File: config.mk
export PLATFORM = sky130hd
export DESIGN_NAME = column_to_span_converter
export DESIGN_NICKNAME = d
export VERILOG_FILES = /design/src/hw/rtl/cts_pkg.sv /design/src/hw/rtl/cts_ram.sv /design/src/hw/rtl/cts_seq.sv /design/src/hw/rtl/cts_out.sv /design/src/hw/rtl/column_to_span_converter.sv
export SDC_FILE = /design/constraint.sdc
export NUM_CORES = 1
export LEC_CHECK = 0
export BUFFER_PORTS_ARGS = -buffer_cell sky130_fd_sc_hd__buf_2
export CAP_MARGIN = 10
export CORE_UTILIZATION = 45
export CTS_CLUSTER_DIAMETER = 80
export CTS_CLUSTER_SIZE = 24
export DETAILED_ROUTE_END_ITERATION = 6
export PLACE_DENSITY = 0.68
export SYNTH_ARGS = -nofsm -noshare
export SYNTH_HDL_FRONTEND = slang
export SYNTH_SLANG_ARGS = --single-unit
File: constraint.sdc
create_clock -name clk -period 6.55 [get_ports clk]
set_input_delay 0.9825 -clock clk [delete_from_list [all_inputs] [get_ports clk]]
set_output_delay 0.9825 -clock clk [all_outputs]
set_load 0.03 [all_outputs]
File: src/hw/rtl/cts_pkg.sv
// Shared constants and types of the column-to-span converter.
`default_nettype none

package cts_pkg;

    localparam int ROWS_DEF    = 64;
    localparam int ROW_W       = 6;
    localparam int COL_W       = 10;
    localparam int SCOL_W      = 9;
    localparam int RV_W        = 7;
    localparam int IN_TDATA_W  = 24;
    localparam int IN_TUSER_W  = 2;
    localparam int OUT_TDATA_W = 24;

    // Row bound of an empty range; compares above every real row bound
    localparam logic [RV_W-1:0] ROW_EMPTY = 7'h7F;

    // One result request from the sequencer to the output stage
    typedef struct packed {
        logic              valid;
        logic              span;
        logic              last;
        logic [ROW_W-1:0]  row;
        logic [SCOL_W-1:0] last_col;
    } issue_t;

    // Output stage status seen by the sequencer
    typedef struct packed {
        logic slot_ok;
    } out_stat_t;

endpackage

`default_nettype wire

File: src/hw/rtl/cts_ram.sv
// Generic single-port-write, single-port-read RAM with registered read data.
`default_nettype none

module cts_ram #(
    parameter int WIDTH = 9,
    parameter int DEPTH = 64
) (
    input  wire logic                     clk,
    input  wire logic                     wr_en,
    input  wire logic [$clog2(DEPTH)-1:0] wr_addr,
    input  wire logic [WIDTH-1:0]         wr_data,
    input  wire logic                     rd_en,
    input  wire logic [$clog2(DEPTH)-1:0] rd_addr,
    output logic      [WIDTH-1:0]         rd_data
);

    logic [WIDTH-1:0] mem [DEPTH];

    always_ff @(posedge clk)
    begin
        if (wr_en)
        begin
            mem[wr_addr] <= wr_data;
        end
        if (rd_en)
        begin
            rd_data <= mem[rd_addr];
        end
    end

endmodule

`default_nettype wire

File: src/hw/rtl/cts_seq.sv
// Sequencer: walks the rows that close and open for one column.
`default_nettype none

module cts_seq #(
    parameter int ROWS = cts_pkg::ROWS_DEF
) (
    input  wire logic                         clk,
    input  wire logic                         rst_n,
    input  wire logic                         in_valid,
    output logic                              in_ready,
    input  wire logic [cts_pkg::COL_W-1:0]    in_column,
    input  wire logic [cts_pkg::ROW_W-1:0]    in_top,
    input  wire logic [cts_pkg::ROW_W-1:0]    in_bottom,
    input  wire logic                         in_empty,
    input  wire logic                         in_first,
    input  wire cts_pkg::out_stat_t           stat,
    output cts_pkg::issue_t                   iss,
    output logic                              mem_wr_en,
    output logic [$clog2(ROWS)-1:0]           mem_wr_addr,
    output logic [cts_pkg::SCOL_W-1:0]        mem_wr_data,
    output logic                              mem_rd_en,
    output logic [$clog2(ROWS)-1:0]           mem_rd_addr
);

    import cts_pkg::*;

    localparam int AW = $clog2(ROWS);

    typedef enum logic [4:0] {
        ST_IDLE      = 5'b00001,
        ST_CLOSE_TOP = 5'b00010,
        ST_CLOSE_BOT = 5'b00100,
        ST_OPEN_TOP  = 5'b01000,
        ST_OPEN_BOT  = 5'b10000
    } state_t;

    state_t            state_reg, state_next;
    logic [RV_W-1:0]   t1_reg, t1_next;
    logic [RV_W-1:0]   b1_reg, b1_next;
    logic [RV_W-1:0]   t2_reg, t2_next;
    logic [RV_W-1:0]   b2_reg, b2_next;
    logic [SCOL_W-1:0] x_reg, x_next;
    logic [SCOL_W-1:0] last_col_reg, last_col_next;
    logic              any_reg, any_next;
    logic [ROW_W-1:0]  prev_top_reg, prev_top_next;
    logic [ROW_W-1:0]  prev_bot_reg, prev_bot_next;
    logic              prev_empty_reg, prev_empty_next;

    logic [RV_W-1:0]   t1_inc;
    logic [RV_W-1:0]   b1_dec;

    // Rows past the memory depth land on its last entry
    function automatic logic [AW-1:0] row_addr(input logic [RV_W-1:0] r);
        row_addr = (r >= RV_W'(ROWS)) ? AW'(ROWS - 1) : r[AW-1:0];
    endfunction

    assign t1_inc      = t1_reg + RV_W'(1);
    assign b1_dec      = b1_reg - RV_W'(1);
    assign mem_wr_data = x_reg;

    always_comb
    begin
        state_next      = state_reg;
        t1_next         = t1_reg;
        b1_next         = b1_reg;
        t2_next         = t2_reg;
        b2_next         = b2_reg;
        x_next          = x_reg;
        last_col_next   = last_col_reg;
        any_next        = any_reg;
        prev_top_next   = prev_top_reg;
        prev_bot_next   = prev_bot_reg;
        prev_empty_next = prev_empty_reg;
        in_ready        = 1'b0;
        iss             = '0;
        iss.last_col    = last_col_reg;
        mem_wr_en       = 1'b0;
        mem_wr_addr     = row_addr(t2_reg);
        mem_rd_en       = 1'b0;
        mem_rd_addr     = row_addr(t1_reg);

        case (state_reg)
            ST_IDLE:
            begin
                in_ready = 1'b1;
                if (in_valid)
                begin
                    t1_next         = (prev_empty_reg || in_first) ? ROW_EMPTY
                                                                   : {1'b0, prev_top_reg};
                    b1_next         = {1'b0, prev_bot_reg};
                    t2_next         = in_empty ? ROW_EMPTY : {1'b0, in_top};
                    b2_next         = {1'b0, in_bottom};
                    x_next          = in_column[SCOL_W-1:0];
                    last_col_next   = in_column[SCOL_W-1:0] - SCOL_W'(1);
                    any_next        = 1'b0;
                    prev_top_next   = in_top;
                    prev_bot_next   = in_bottom;
                    prev_empty_next = in_empty;
                    state_next      = ST_CLOSE_TOP;
                end
            end

            ST_CLOSE_TOP:
            begin
                if (t1_reg < t2_reg && t1_reg <= b1_reg)
                begin
                    if (stat.slot_ok)
                    begin
                        iss.valid = 1'b1;
                        iss.span  = 1'b1;
                        iss.row   = t1_reg[ROW_W-1:0];
                        iss.last  = !((t1_inc < t2_reg && t1_inc <= b1_reg) ||
                                      (b1_reg > b2_reg && b1_reg >= t1_inc));
                        mem_rd_en = 1'b1;
                        t1_next   = t1_inc;
                        any_next  = 1'b1;
                    end
                end
                else
                begin
                    state_next = ST_CLOSE_BOT;
                end
            end

            ST_CLOSE_BOT:
            begin
                mem_rd_addr = row_addr(b1_reg);
                if (b1_reg > b2_reg && b1_reg >= t1_reg)
                begin
                    if (stat.slot_ok)
                    begin
                        iss.valid = 1'b1;
                        iss.span  = 1'b1;
                        iss.row   = b1_reg[ROW_W-1:0];
                        iss.last  = !(b1_dec > b2_reg && b1_dec >= t1_reg);
                        mem_rd_en = 1'b1;
                        b1_next   = b1_dec;
                        any_next  = 1'b1;
                    end
                end
                else if (any_reg)
                begin
                    state_next = ST_OPEN_TOP;
                end
                else if (stat.slot_ok)
                begin
                    // No span closed: send the empty marker transaction
                    iss.valid    = 1'b1;
                    iss.last     = 1'b1;
                    iss.last_col = '0;
                    state_next   = ST_OPEN_TOP;
                end
            end

            ST_OPEN_TOP:
            begin
                if (t2_reg < t1_reg && t2_reg <= b2_reg)
                begin
                    mem_wr_en = 1'b1;
                    t2_next   = t2_reg + RV_W'(1);
                end
                else
                begin
                    state_next = ST_OPEN_BOT;
                end
            end

            ST_OPEN_BOT:
            begin
                mem_wr_addr = row_addr(b2_reg);
                if (b2_reg > b1_reg && b2_reg >= t2_reg)
                begin
                    mem_wr_en = 1'b1;
                    b2_next   = b2_reg - RV_W'(1);
                end
                else
                begin
                    state_next = ST_IDLE;
                end
            end

            default:
            begin
                state_next = ST_IDLE;
            end
        endcase
    end

    always_ff @(posedge clk or negedge rst_n)
    begin
        if (!rst_n)
        begin
            state_reg      <= ST_IDLE;
            any_reg        <= 1'b0;
            prev_top_reg   <= '0;
            prev_bot_reg   <= '0;
            prev_empty_reg <= 1'b1;
        end
        else
        begin
            state_reg      <= state_next;
            any_reg        <= any_next;
            prev_top_reg   <= prev_top_next;
            prev_bot_reg   <= prev_bot_next;
            prev_empty_reg <= prev_empty_next;
        end
    end

    always_ff @(posedge clk)
    begin
        t1_reg       <= t1_next;
        b1_reg       <= b1_next;
        t2_reg       <= t2_next;
        b2_reg       <= b2_next;
        x_reg        <= x_next;
        last_col_reg <= last_col_next;
    end

endmodule

`default_nettype wire

File: src/hw/rtl/cts_out.sv
// Output stage: pairs read data with its request and queues results.
`default_nettype none

module cts_out (
    input  wire logic                       clk,
    input  wire logic                       rst_n,
    input  wire cts_pkg::issue_t            iss,
    input  wire logic [cts_pkg::SCOL_W-1:0] rd_data,
    output cts_pkg::out_stat_t              stat,
    output logic                            m_valid,
    input  wire logic                       m_ready,
    output logic [cts_pkg::ROW_W-1:0]       m_row,
    output logic [cts_pkg::SCOL_W-1:0]      m_first_col,
    output logic [cts_pkg::SCOL_W-1:0]      m_last_col,
    output logic                            m_span,
    output logic                            m_last
);

    import cts_pkg::*;

    typedef struct packed {
        logic [ROW_W-1:0]  row;
        logic [SCOL_W-1:0] first_col;
        logic [SCOL_W-1:0] last_col;
        logic              span;
        logic              last;
    } result_t;

    issue_t      pend_reg, pend_next;
    result_t     ent_reg [2];
    result_t     ent_new;
    logic        wr_ptr_reg, wr_ptr_next;
    logic        rd_ptr_reg, rd_ptr_next;
    logic [1:0]  count_reg, count_next;
    logic        push;
    logic        pop;
    logic [2:0]  occ;

    assign push = pend_reg.valid;
    assign pop  = m_valid && m_ready;

    // Requests in flight plus queued results stay within the two entries
    assign occ          = 3'(count_reg) + 3'(pend_reg.valid) - 3'(pop);
    assign stat.slot_ok = occ < 3'd2;

    assign ent_new.row       = pend_reg.row;
    assign ent_new.first_col = pend_reg.span ? rd_data : '0;
    assign ent_new.last_col  = pend_reg.last_col;
    assign ent_new.span      = pend_reg.span;
    assign ent_new.last      = pend_reg.last;

    assign m_valid     = count_reg != 2'd0;
    assign m_row       = ent_reg[rd_ptr_reg].row;
    assign m_first_col = ent_reg[rd_ptr_reg].first_col;
    assign m_last_col  = ent_reg[rd_ptr_reg].last_col;
    assign m_span      = ent_reg[rd_ptr_reg].span;
    assign m_last      = ent_reg[rd_ptr_reg].last;

    always_comb
    begin
        pend_next   = iss;
        wr_ptr_next = push ? !wr_ptr_reg : wr_ptr_reg;
        rd_ptr_next = pop ? !rd_ptr_reg : rd_ptr_reg;
        count_next  = count_reg + 2'(push) - 2'(pop);
    end

    always_ff @(posedge clk or negedge rst_n)
    begin
        if (!rst_n)
        begin
            pend_reg   <= '0;
            wr_ptr_reg <= 1'b0;
            rd_ptr_reg <= 1'b0;
            count_reg  <= 2'd0;
        end
        else
        begin
            pend_reg   <= pend_next;
            wr_ptr_reg <= wr_ptr_next;
            rd_ptr_reg <= rd_ptr_next;
            count_reg  <= count_next;
        end
    end

    always_ff @(posedge clk)
    begin
        if (push)
        begin
            ent_reg[wr_ptr_reg] <= ent_new;
        end
    end

endmodule

`default_nettype wire

File: src/hw/rtl/column_to_span_converter.sv
// Top level of the column-to-span converter.
//
// Input stream s_axis: one transaction per screen column, left to right.
// Output stream m_axis: the horizontal spans that the column closes, rows
// leaving at the top ascending, then rows leaving at the bottom descending;
// tlast marks the final transaction of a column, tuser low means no span
// (one such transaction when a column closes nothing).
// Row start columns live in a synchronous RAM of ROWS entries; a closed row
// reads its start, a newly covered row writes the current column.
// Rows are walked at one RAM access per cycle while the result queue has
// room; the next column is accepted after the last RAM write.
// The first result reaches m_axis through the pending request register and
// the result queue; it is issued in the bottom-closing state when no top row closes.
// Reset clears the previous range to empty and the output queue; the RAM
// needs no clearing. When m_axis_tready is low the two-entry result queue
// fills and the sequencer holds until room frees up.
`default_nettype none

module column_to_span_converter #(
    parameter int ROWS = cts_pkg::ROWS_DEF
) (
    input  wire logic                              clk,
    input  wire logic                              rst_n,
    input  wire logic                              s_axis_tvalid,
    output logic                                   s_axis_tready,
    // column[9:0], top_row[15:10], bottom_row[21:16], zero pad[23:22]
    input  wire logic [cts_pkg::IN_TDATA_W-1:0]    s_axis_tdata,
    // column_empty[0], first_column[1]
    input  wire logic [cts_pkg::IN_TUSER_W-1:0]    s_axis_tuser,
    output logic                                   m_axis_tvalid,
    input  wire logic                              m_axis_tready,
    // span_row[5:0], span_first_col[14:6], span_last_col[23:15]
    output logic [cts_pkg::OUT_TDATA_W-1:0]        m_axis_tdata,
    // span_valid[0]
    output logic                                   m_axis_tuser,
    output logic                                   m_axis_tlast
);

    import cts_pkg::*;

    localparam int AW = $clog2(ROWS);

    issue_t             iss;
    out_stat_t          stat;
    logic               mem_wr_en;
    logic [AW-1:0]      mem_wr_addr;
    logic [SCOL_W-1:0]  mem_wr_data;
    logic               mem_rd_en;
    logic [AW-1:0]      mem_rd_addr;
    logic [SCOL_W-1:0]  mem_rd_data;
    logic [ROW_W-1:0]   span_row;
    logic [SCOL_W-1:0]  span_first_col;
    logic [SCOL_W-1:0]  span_last_col;

    cts_seq #(
        .ROWS (ROWS)
    ) u_seq (
        .clk         (clk),
        .rst_n       (rst_n),
        .in_valid    (s_axis_tvalid),
        .in_ready    (s_axis_tready),
        .in_column   (s_axis_tdata[9:0]),
        .in_top      (s_axis_tdata[15:10]),
        .in_bottom   (s_axis_tdata[21:16]),
        .in_empty    (s_axis_tuser[0]),
        .in_first    (s_axis_tuser[1]),
        .stat        (stat),
        .iss         (iss),
        .mem_wr_en   (mem_wr_en),
        .mem_wr_addr (mem_wr_addr),
        .mem_wr_data (mem_wr_data),
        .mem_rd_en   (mem_rd_en),
        .mem_rd_addr (mem_rd_addr)
    );

    cts_ram #(
        .WIDTH (SCOL_W),
        .DEPTH (ROWS)
    ) u_start_ram (
        .clk     (clk),
        .wr_en   (mem_wr_en),
        .wr_addr (mem_wr_addr),
        .wr_data (mem_wr_data),
        .rd_en   (mem_rd_en),
        .rd_addr (mem_rd_addr),
        .rd_data (mem_rd_data)
    );

    cts_out u_out (
        .clk         (clk),
        .rst_n       (rst_n),
        .iss         (iss),
        .rd_data     (mem_rd_data),
        .stat        (stat),
        .m_valid     (m_axis_tvalid),
        .m_ready     (m_axis_tready),
        .m_row       (span_row),
        .m_first_col (span_first_col),
        .m_last_col  (span_last_col),
        .m_span      (m_axis_tuser),
        .m_last      (m_axis_tlast)
    );

    assign m_axis_tdata = {span_last_col, span_first_col, span_row};

    // A request goes out only when the result queue has room for it
    assert property (@(posedge clk) disable iff (!rst_n)
        iss.valid |-> stat.slot_ok)
        else $error("result request issued without queue room");

    // Start RAM is never read and written in the same cycle
    assert property (@(posedge clk) disable iff (!rst_n)
        !(mem_wr_en && mem_rd_en))
        else $error("start RAM read and write overlap");

    // A new column is not taken right after one was accepted
    assert property (@(posedge clk) disable iff (!rst_n)
        (s_axis_tvalid && s_axis_tready) |=> !s_axis_tready)
        else $error("input accepted twice in a row");

    // A transaction without a span always closes its column
    assert property (@(posedge clk) disable iff (!rst_n)
        (m_axis_tvalid && !m_axis_tuser) |-> m_axis_tlast)
        else $error("empty result not marked last");

endmodule

`default_nettype wire

Word level (Yosys, flattened, before mapping)
Memory sizes are Yosys's and may differ from the RTL's. A register that Yosys moved wholly into a read port is not among the register bits. Cells that the tools add are included. Widths: inputs -> output; s select.

Memories kept: 2. Logic and storage cells: 153. Bits of input ports: 30. Output and inout bits: 28. Bits in writable memories: 628. Bits in registers: 87.

Memories: u_start_ram.mem (depth 64, bits a word 9, rd ports 1, clocked after memory_dff 1, wr ports 1, line cts_ram.sv:17) `logic [WIDTH-1:0] mem [DEPTH];`; u_out.ent_reg (depth 2, bits a word 26, rd ports 1, clocked after memory_dff 0, wr ports 1, line cts_out.sv:30) `result_t ent_reg [2];`.

Equality and inequality tests: 17. $add $sub $neg: 9. Reduce and logical (&&, ||, !) cells: 27. Order comparisons: 18. Muxes and demuxes: 61.

Operators with widths (count): $mux 7 (12); $mux 9 (8); $pmux 7 s2 (4); $mux 6 (7); $mux 5 (7); $ge 7x7->1 (4); $ge 7x7->1 const B (4); $pmux 5 s5 (1); $gt 7x7->1 (3); $le 7x7->1 (3); $lt 7x7->1 (3); $mux 1 (18); $pmux 9 s2 (1); $add 7x1->7 const B (2); $ne 2x2->1 const B (7); $sub 7x1->7 const B (2); $reduce_and 4->1 (3); $reduce_bool 2->1 (5); $sub 9x1->9 const B (1); $logic_and 1x1->1 (8); $ne 2x1->1 const B (4); $reduce_and 3->1 (2); $reduce_and 6->1 (1); $eq 5x1->1 const B (1); 16 further kinds (21).

Depth between registers and ports, before layout
Gate-level depths: netlist of run 1.

Word-level depth: 8. Mapped depth: 13. Gate-level depth less buffers: 12.

Modules after synthesis
From an unflattened synthesis of run 1, not the netlist that was laid out.

Cell total of the unflattened synthesis: 1651. Area, all modules: 30118.9 µm².

By module, submodules not included: cts_ram (instances 1, sequential area each 17566.8 µm², area each 22684.3 µm², cells each 1020); cts_seq (instances 1, sequential area each 1859.3 µm², area each 4737.0 µm², cells each 504); cts_out (instances 1, sequential area each 2112.0 µm², area each 2697.6 µm², cells each 127).

Least setup slack after synthesis of run 1
Ideal clock, no wire load.

Path type: input -> register. Start point: input port m_axis_tready. End point: register u_seq.b1_reg[0] (enable). Buffers on the path: 1. Cell stages on the path: 10. Data arrival time: 2967 ps. Setup time: 328 ps. Slack: 3255 ps. Data required time: 6222 ps. Path through: and2_1 > ha_1 > inv_1 > ha_1 > fa_1 > xnor2_1 > nor2_1 > and3_1 > clkbuf_1 > nand2b_1.

Word-level cells in the longest chain between the ends: 5.

RTL lines: start: declaration (line column_to_span_converter.sv:31) `input wire logic m_axis_tready,`; $logic_and 1x1->1 (line cts_out.sv:40) `assign pop = m_valid && m_ready;`; $sub 3x1->3 (line cts_out.sv:43) `assign occ = 3'(count_reg) + 3'(pend_reg.valid) - 3'(pop);`; $lt 3x2->1 (line cts_out.sv:44) `assign stat.slot_ok = occ < 3'd2;`; $ne 2x2->1 (no line); $reduce_and 4->1 (no line); end signal: assignment (line cts_seq.sv:212) `b1_reg <= b1_next;`; end: declaration (line cts_seq.sv:39) `logic [RV_W-1:0] b1_reg, b1_next;`.

No other way between the ends. A chain may end at the register's enable or synchronous reset.

Worst setup path in the final report of run 1
Start point: register u_seq.state_reg[1]. End point: memory u_start_ram.mem[57][4] (enable).

Word-level cells in the longest chain between the ends: 4. Elaborated cells between the ends (all ways): 6. Classes of those cells: eq/ne (2); mux (4).

RTL lines: start: declaration (line cts_seq.sv:37) `state_t state_reg, state_next;`; start signal: assignment (line cts_seq.sv:201) `state_reg <= state_next;`; $eq 5x5->1 / $eq 5x4->1 (equally long branches) (line cts_seq.sv:82) `case (state_reg)`; $pmux 1 s2 (line cts_seq.sv:82); $mux 1 (line cts_ram.sv:21) `if (wr_en)`; $mux 1 (not written as such) (line cts_ram.sv:23) `mem[wr_addr] <= wr_data;`; end: declaration (line cts_ram.sv:17).

Several ways; a longest one is shown, not always the timed one.

==> metrics.yaml, run 1 <==
outcome:
  status: "completed"
cts:
  holdBufCountCts: 0
  cts_tree: "yes"
  post_cts_resized: 0
  cts_post_setup_buffers_inserted: 0
  path_clk_slew_ns: 0.09
  cts_max_level: 2
  insertion_delay_ns: 0.60
  cts_num_sinks: 724
  clockBufferDepth: 3
  cts_root_buf: "clkbuf_16"
  cts_buffers: 39
drt:
  vias: 19300
  wire_per_inst_um: 23.7
  drt_wl_total_um: 76300
  dr.pass1.iters: 5
  drc: 0
  initialDrtViolationCount: 2440
  post_drt_via_cell_ratio: 6.00
  ant_nets: 0
sta:
  fin_crit_ns: 5.00
  tightest_slew_ns: 1.17
  finalMaxSlewViolations: 0
  relSlewSlack: 0.217
  final.setup.tns_ns: 0
  setup_slack_ns: 1.55
  fmax_mhz: 200
  post-route-period-util: 0.763
  setup_viol: 0
  final_hold_viol_count: 0
  skew_ns: 0.0282
  rsz0062_at_grt: "false"
final_layout:
  drive_gt1_frac: 0.0847
  nets: 2430
  largest_reg_flops: 576
  multiInputGateArea_um2: 8510
  ff_latch_area_um2: 21500
  fill_cells: 5746
  post-route-util: 0.489
  areaGrowthSynthToFinish_pct: 7.09
  final_area_um2: 33000
  antenna_cells: 0
floorplanning:
  die_h_um: 264
  die_width_um: 264
  initial_core_util: 0.456
  io_pins: 58
  fp-row-count: 95
  core_um2: 67500
  dieArea_um2: 69500
setup_path:
  worst_path_largest_cell_delay_ns: 1.01
  crit_path_end_kind: "flip-flop"
  crit_chain: "or3_1, or3b_1, inv_1, o211ai_1, a21oi_1, nand4_1, nor2_1"
  cp_slowest_cell: "nor2_1"
  critPathMaxFanout: 30
  reg2reg_depth: 7
  cp_data_arrival_time_ns: 5.21
  cp.required_ns: 6.77
  critPathLaunchType: "flip-flop"
  critical_path_class: "reg -> reg"
power_and_ir_drop:
  swShare: 0.337
  seqPwrFrac: 0.497
  vdd_ir_drop_max_mv: 0.228
  switchingPower_mw: 3.87
  power_density_nw_per_um2: 348
  p_int_mw: 7.62
  clockPowerShare: 0.233
  pwr-share-comb: 0.270
  leakage_nw: 11.5
placed_design:
  pre_cts_ws_ns: 1.69
  numPortBuffers: 54
  gp_congestion: 0.909
  placed_area_um2: 31800
  hpwl_um: 47300
global_route:
  grtUsageTotal: 0.218
  grt_pass1_wl_um: 115000
  grt_max_degree: 134
  antenna_found_initial: 0
  grt_pass1_vias: 18500
  grt.overflow.total: 0
synthesis:
  synth-seq-area-share: 0.699
  synthCells: 2339
  synth_edf_count: 683
  synth_fp_nets: 2432
  syn_area_um2: 30800
  ys_types: 74
  async_flop_share: 0.0566
  synth.avg_cell_area_um2: 13.2
  synth_seq_cells: 724
  yosysWarnings: 0
  synthFlopType: "edfxtp_1"
worst_hold_path:
  holdPathStages: 0
  hold_class: "reg -> reg"
flow_run:
  max_cap_violations: 0
cells in the final DEF (no fill, tap or decap), types with 39 or more instances in the layout:
cell and instances:
nand3_1 158, o21ai_0 46, and3_1 78, ha_1 62, clkbuf_16 41, inv_1 45, nand2_1 472, edfxtp_1 683
a311oi_1 47, dfrtp_1 39, buf_2 55, nor2_1 108, a211oi_1 62, a31oi_1 60
final cells by class:
| class | count | area share |
|---|---|---|
| Sequential cell | 724 | 0.653 |
| Multi-Input combinational cell | 1439 | 0.258 |
| Tap cell | 873 | 0.0331 |
| Clock buffer | 47 | 0.0321 |
| Timing Repair Buffer | 88 | 0.0159 |
| Inverter | 45 | 0.00512 |
| Clock inverter | 7 | 0.00311 |
worst max-delay path: cells and delay by family (launching register included):
kind	cells	cell delay (ns)
buffers and inverters	1	0.18
DFF	1	0.45
AOI/OAI and AO/OA	2	0.98
and+or+nand+nor	4	3.01
power by group through the flow:
stage | combinational (mW) | clock, mW | sequential [mW]
3_3_place_gp | 2.98 | 0 | 5.81
4_1_cts | 3.09 | 2.70 | 5.71
3_5_place_dp | 3.07 | 0 | 5.81
5_1_grt | 3.38 | 2.85 | 5.74
2_1_floorplan | 2.08 | 0 | 5.80
6_report | 3.11 | 2.67 | 5.72
per-layer routing:
metal / wire (µm) / track usage
met1: 32200 / 0.310
met2: 36200 / 0.349
met3: 5960 / 0.0313
met4: 1910 / 0.0616
met5: 0 / 0
metrics by stage:
stage	hold WS [ns]	power, mW	cells
final	0.456	11.5	3223
after global routing	0.468	12.0	3223
after CTS	0.455	11.5	3223
after detailed placement	0.431	8.88	3169
after global placement	0.422	8.79	3168
after floorplan	0.420	7.87	2339
Yosys cell counts, drive strengths merged, types with 47 or more instances:
| master | instances | area share |
|---|---|---|
| edfxtp | 683 | 0.67 |
| nand2 | 475 | 0.058 |
| nand3 | 159 | 0.026 |
| nor2 | 110 | 0.014 |
| buf | 82 | 0.015 |
| and3 | 78 | 0.016 |
| a211oi | 62 | 0.015 |
| ha | 62 | 0.025 |
| a31oi | 60 | 0.012 |
| clkbuf | 49 | 0.0060 |
| o21ai | 49 | 0.0087 |
| a311oi | 47 | 0.013 |
cell families (layout without fill, tap and decap cells):
logic type      count (synthesis)  in the layout  share of synthesized area
simple gates                  949            949                      0.140
flops                         724            724                      0.699
compound gates                339            339                     0.0807
buf+inv                       176            187                     0.0260
fa+ha+maj                      63             63                     0.0258
mux                            58             58                     0.0199
xor+xnor                       30             30                    0.00853
final timing paths:
check,slack (ns),from,end
max,1.55,u_seq.state_reg[1],u_start_ram.mem[57][4]
min,0.46,u_out.ent_new[23],u_out.ent_reg[0][23]
max reg2reg,1.55,u_seq.state_reg[1],u_start_ram.mem[57][4]
min reg2reg,0.46,u_out.ent_new[23],u_out.ent_reg[0][23]
max in group asynchronous,5.37,rst_n,u_out.ent_new[2]
min in group asynchronous,0.55,rst_n,u_seq.prev_top_reg[0]
No activity file was read; power rests on OpenSTA's default activity.
==> run 2, diff against run 1 <==
--- a/config.mk
+++ b/config.mk
@@ -5,6 +5,7 @@
 export SDC_FILE = /design/constraint.sdc
 export NUM_CORES = 1
 export LEC_CHECK = 0
+export ABC_AREA = 1
 export BUFFER_PORTS_ARGS = -buffer_cell sky130_fd_sc_hd__buf_2
 export CAP_MARGIN = 10
 export CORE_UTILIZATION = 45
==> constraint.sdc (replaced) <==
create_clock -name clk -period 4.98 [get_ports clk]
set_input_delay 0.747 -clock clk [delete_from_list [all_inputs] [get_ports clk]]
set_output_delay 0.747 -clock clk [all_outputs]
set_load 0.03 [all_outputs]
==> metrics.yaml, run 2 <==
outcome:
  status: "completed"
drt:
  post_drt_via_cell_ratio: 5.13  # -14%
  wl_met2_um: 37300  # +3.1%
  wire_per_inst_um: 18.3  # -23%
  wl_met3_um: 5150  # -14%
  vias: 21700  # +12%
  dr.pass1.iters: 6  # +1
  m1WireLength_um: 32700  # +1.4%
  ant_nets: 0  # unchanged
  drc: 0  # unchanged
  initialDrtViolationCount: 2246  # -8.0%
  drt_wl_total_um: 77200  # +1.2%
  top_layer: "met4"
synthesis:
  synth_seq_cells: 724  # unchanged
  synth_fp_nets: 3313  # +36%
  synthTopCellsByArea: "edfxtp_1 (62%), nand2_1 (9.8%), nand3_1 (8.3%)"
  synthFlopType: "edfxtp_1"
  yosys.area_share.adder: 0.0242  # -0.00161
  yosysWarnings: 0  # unchanged
  async_flop_share: 0.0566  # unchanged
  synth-seq-area-share: 0.655  # -0.0436
  synth.most_common_cell: "nand2_1"
  yosys-mux-area-fraction: 0  # -0.0199
  synthCells: 3220  # +38%
  synth_edf_count: 683  # unchanged
  syn_area_um2: 32900  # +6.7%
  synthXorXnorAreaFrac: 0.00666  # -0.00186
  synth_top_family_by_area: "simple AND/OR/NAND/NOR gates"
  yosys.area_share.simple: 0.206  # +0.0657
  yosysTopAreaCellShare: 0.624  # -0.0415
  synth_commonest_cells: "nand2_1 (860), edfxtp_1 (683), inv_1 (588)"
  yosysTopAreaCell: "edfxtp_1"
  ys_types: 48  # -35%
  synth.avg_cell_area_um2: 10.2  # -23%
  synth_compound_area_frac: 0.0214  # -0.0593
setup_path:
  r2r_end: "u_start_ram.mem[18][5]"
  cp_data_arrival_time_ns: 4.17  # -1.04 ns
  critPathLaunchType: "flip-flop"
  critPathMaxFanout: 10  # -67%
  reg2reg_depth: 11  # +4
  crit_path_end_kind: "flip-flop"
  critical_path_class: "reg -> reg"
  cp-startpoint: "u_seq.b2_reg[2]"
  r2r_setup_slack_ns: 1.03  # -0.52 ns
  cp.required_ns: 5.20  # -1.57 ns
  r2r_start: "u_seq.b2_reg[2]"
  cp-endpoint: "u_start_ram.mem[18][5]"
final_layout:
  final_cell_mix: "nand2_1 (860), edfxtp_1 (683), inv_1 (588), nand3_1 (547), nor2_1 (110)"
  fill_cells: 6416  # +12%
  final_cells: 4232  # +31%
  areaGrowthSynthToFinish_pct: 8.27
  final_common_cell: "nand2_1"
  drive_gt1_frac: 0.0649  # -0.0198
  ff_latch_area_um2: 21500  # unchanged
  nets: 3357  # +38%
  largest_reg_flops: 576  # unchanged
  multiInputGateArea_um2: 8510  # about the same
sta:
  setup_viol: 0  # unchanged
  final_hold_viol_count: 0  # unchanged
  finalMaxSlewViolations: 0  # unchanged
  fin_hold_ws_ns: 0.278  # -0.178 ns
  post-route-period-util: 0.792  # +0.0294
  fmax_mhz: 253  # +27%
  relSlewSlack: 0.224  # +0.00751
  skew_ns: 0.0457  # +0.0175 ns
  rsz0062_at_grt: "false"
  tightest_slew_ns: 1.16  # -0.0113 ns
  fin_crit_ns: 3.95  # -1.05 ns
  final.setup.tns_ns: 0  # unchanged
worst_hold_path:
  hold_class: "in -> async"
cts:
  cts_buffers: 39  # unchanged
  cts_post_setup_buffers_inserted: 0  # unchanged
  cts_tree: "yes"
  holdBufCountCts: 0  # unchanged
  cts_root_buf: "clkbuf_16"
  post_cts_resized: 0  # unchanged
  insertion_delay_ns: 0.62  # +0.02 ns
  cts_num_sinks: 724  # unchanged
  cts_max_level: 2  # unchanged
  clockBufferDepth: 3  # unchanged
  path_clk_slew_ns: 0.09  # about the same
power_and_ir_drop:
  power_density_nw_per_um2: 530  # +52%
  p_int_mw: 11.0  # +44%
  pwr-share-comb: 0.410  # +0.140
  swShare: 0.416  # +0.0792
  clockPowerShare: 0.184  # -0.049
  total_power_mw: 18.9  # +64%
  seqPwrFrac: 0.405  # -0.092
  switchingPower_mw: 7.85  # +100%
  vdd_ir_drop_max_mv: 0.443  # +94%
  leakage_nw: 15.2  # +32%
floorplanning:
  fp-row-count: 98  # +3.2%
  io_pins: 58  # unchanged
  die_h_um: 272  # +3.2%
  die_width_um: 272  # +3.2%
  core_um2: 71900  # +6.4%
  dieArea_um2: 74100  # +6.6%
  initial_core_util: 0.457  # +0.000982
global_route:
  grtUsageTotal: 0.209  # -0.00908
  grt_pass1_wl_um: 118000  # +2.5%
  grt_max_degree: 111  # -17%
  grt.overflow.total: 0  # unchanged
  antenna_found_initial: 2  # +2
  grt_pass1_vias: 20300  # +10%
placed_design:
  gp_congestion: 0.899  # -1.2%
  numPortBuffers: 54  # unchanged
  dp.cells: 4173  # +32%
  hpwl_um: 46900  # -0.87%
flow_run:
  max_cap_violations: 0  # unchanged
-- run 2: per-stage QoR --
| stage | area, µm² | util | setup slack (ns) |
|---|---|---|---|
| after global placement | 34400 | 0.479 | 1.23 |
| final | 35600 | 0.495 | 1.03 |
| after floorplan | 32900 | - | 1.68 |
| after detailed placement | 34400 | 0.479 | 1.20 |
| after global routing | 35600 | 0.495 | 0.834 |
| after CTS | 35600 | 0.495 | 1.09 |
-- run 2: power by group through the flow --
| stage | combinational (mW) | sequential (mW) | clock [mW] |
|---|---|---|---|
| 2_1_floorplan | 5.03 | 7.80 | 0 |
| 3_3_place_gp | 7.57 | 7.76 | 0 |
| 3_5_place_dp | 7.67 | 7.77 | 0 |
| 4_1_cts | 7.70 | 7.64 | 3.54 |
| 5_1_grt | 8.55 | 7.67 | 3.73 |
| 6_report | 7.74 | 7.64 | 3.48 |
-- run 2: kinds of logic (layout without fill, tap and decap cells) --
kind of cell | count (synthesis) | after routing
xor gates and xnor gates | 25 | 25
and+or+nand+nor | 1569 | 1569
adders and majority gates | 63 | 63
DFF | 724 | 724
other | 0 | 1
AOI/OAI and AO/OA | 115 | 115
buffers and inverters | 724 | 785
-- run 2: how the worst min path moves through the flow --
stage,start,end,slack [ns],cells past startpoint
6_report,rst_n,u_out.ent_new[8],0.28,1
5_1_grt,s_axis_tdata[8],u_seq.mem_wr_data[8],0.30,1
4_1_cts,rst_n,u_out.count_reg[1],0.28,1
3_3_place_gp,u_out.ent_new[5],u_out.ent_reg[0][5],0.42,0
3_5_place_dp,u_out.ent_new[20],u_out.ent_reg[0][20],0.43,0
2_1_floorplan,u_out.ent_new[0],u_out.ent_reg[0][0],0.42,0
-- run 2: worst max-delay path, stage by stage, from the launching register on --
cell and delay [ns]:
edfxtp_1 0.46, inv_1 0.13, ha_1 0.34, a21oi_1 0.16, o21ai_0 0.10, nand2_1 0.07
o211ai_1 0.07, nand2_1 0.11, nand4_1 0.28, nand2_2 0.32, nand3_1 0.52, nor2_1 0.96
-- run 2: layout make-up --
class,count,share of cell area
Clock inverter,11,0.00362
Tap cell,950,0.0334
Timing Repair Buffer,128,0.0260
Inverter,599,0.0633
Multi-Input combinational cell,1772,0.239
Sequential cell,724,0.605
Clock buffer,47,0.0289
Antenna cell,1,0.0000703
-- run 2: layer usage --
metal	track usage	vias up
met4	0.0584	0
met5	0	-
met1	0.283	10300
met2	0.350	702
met3	0.0301	119
li1	-	10600
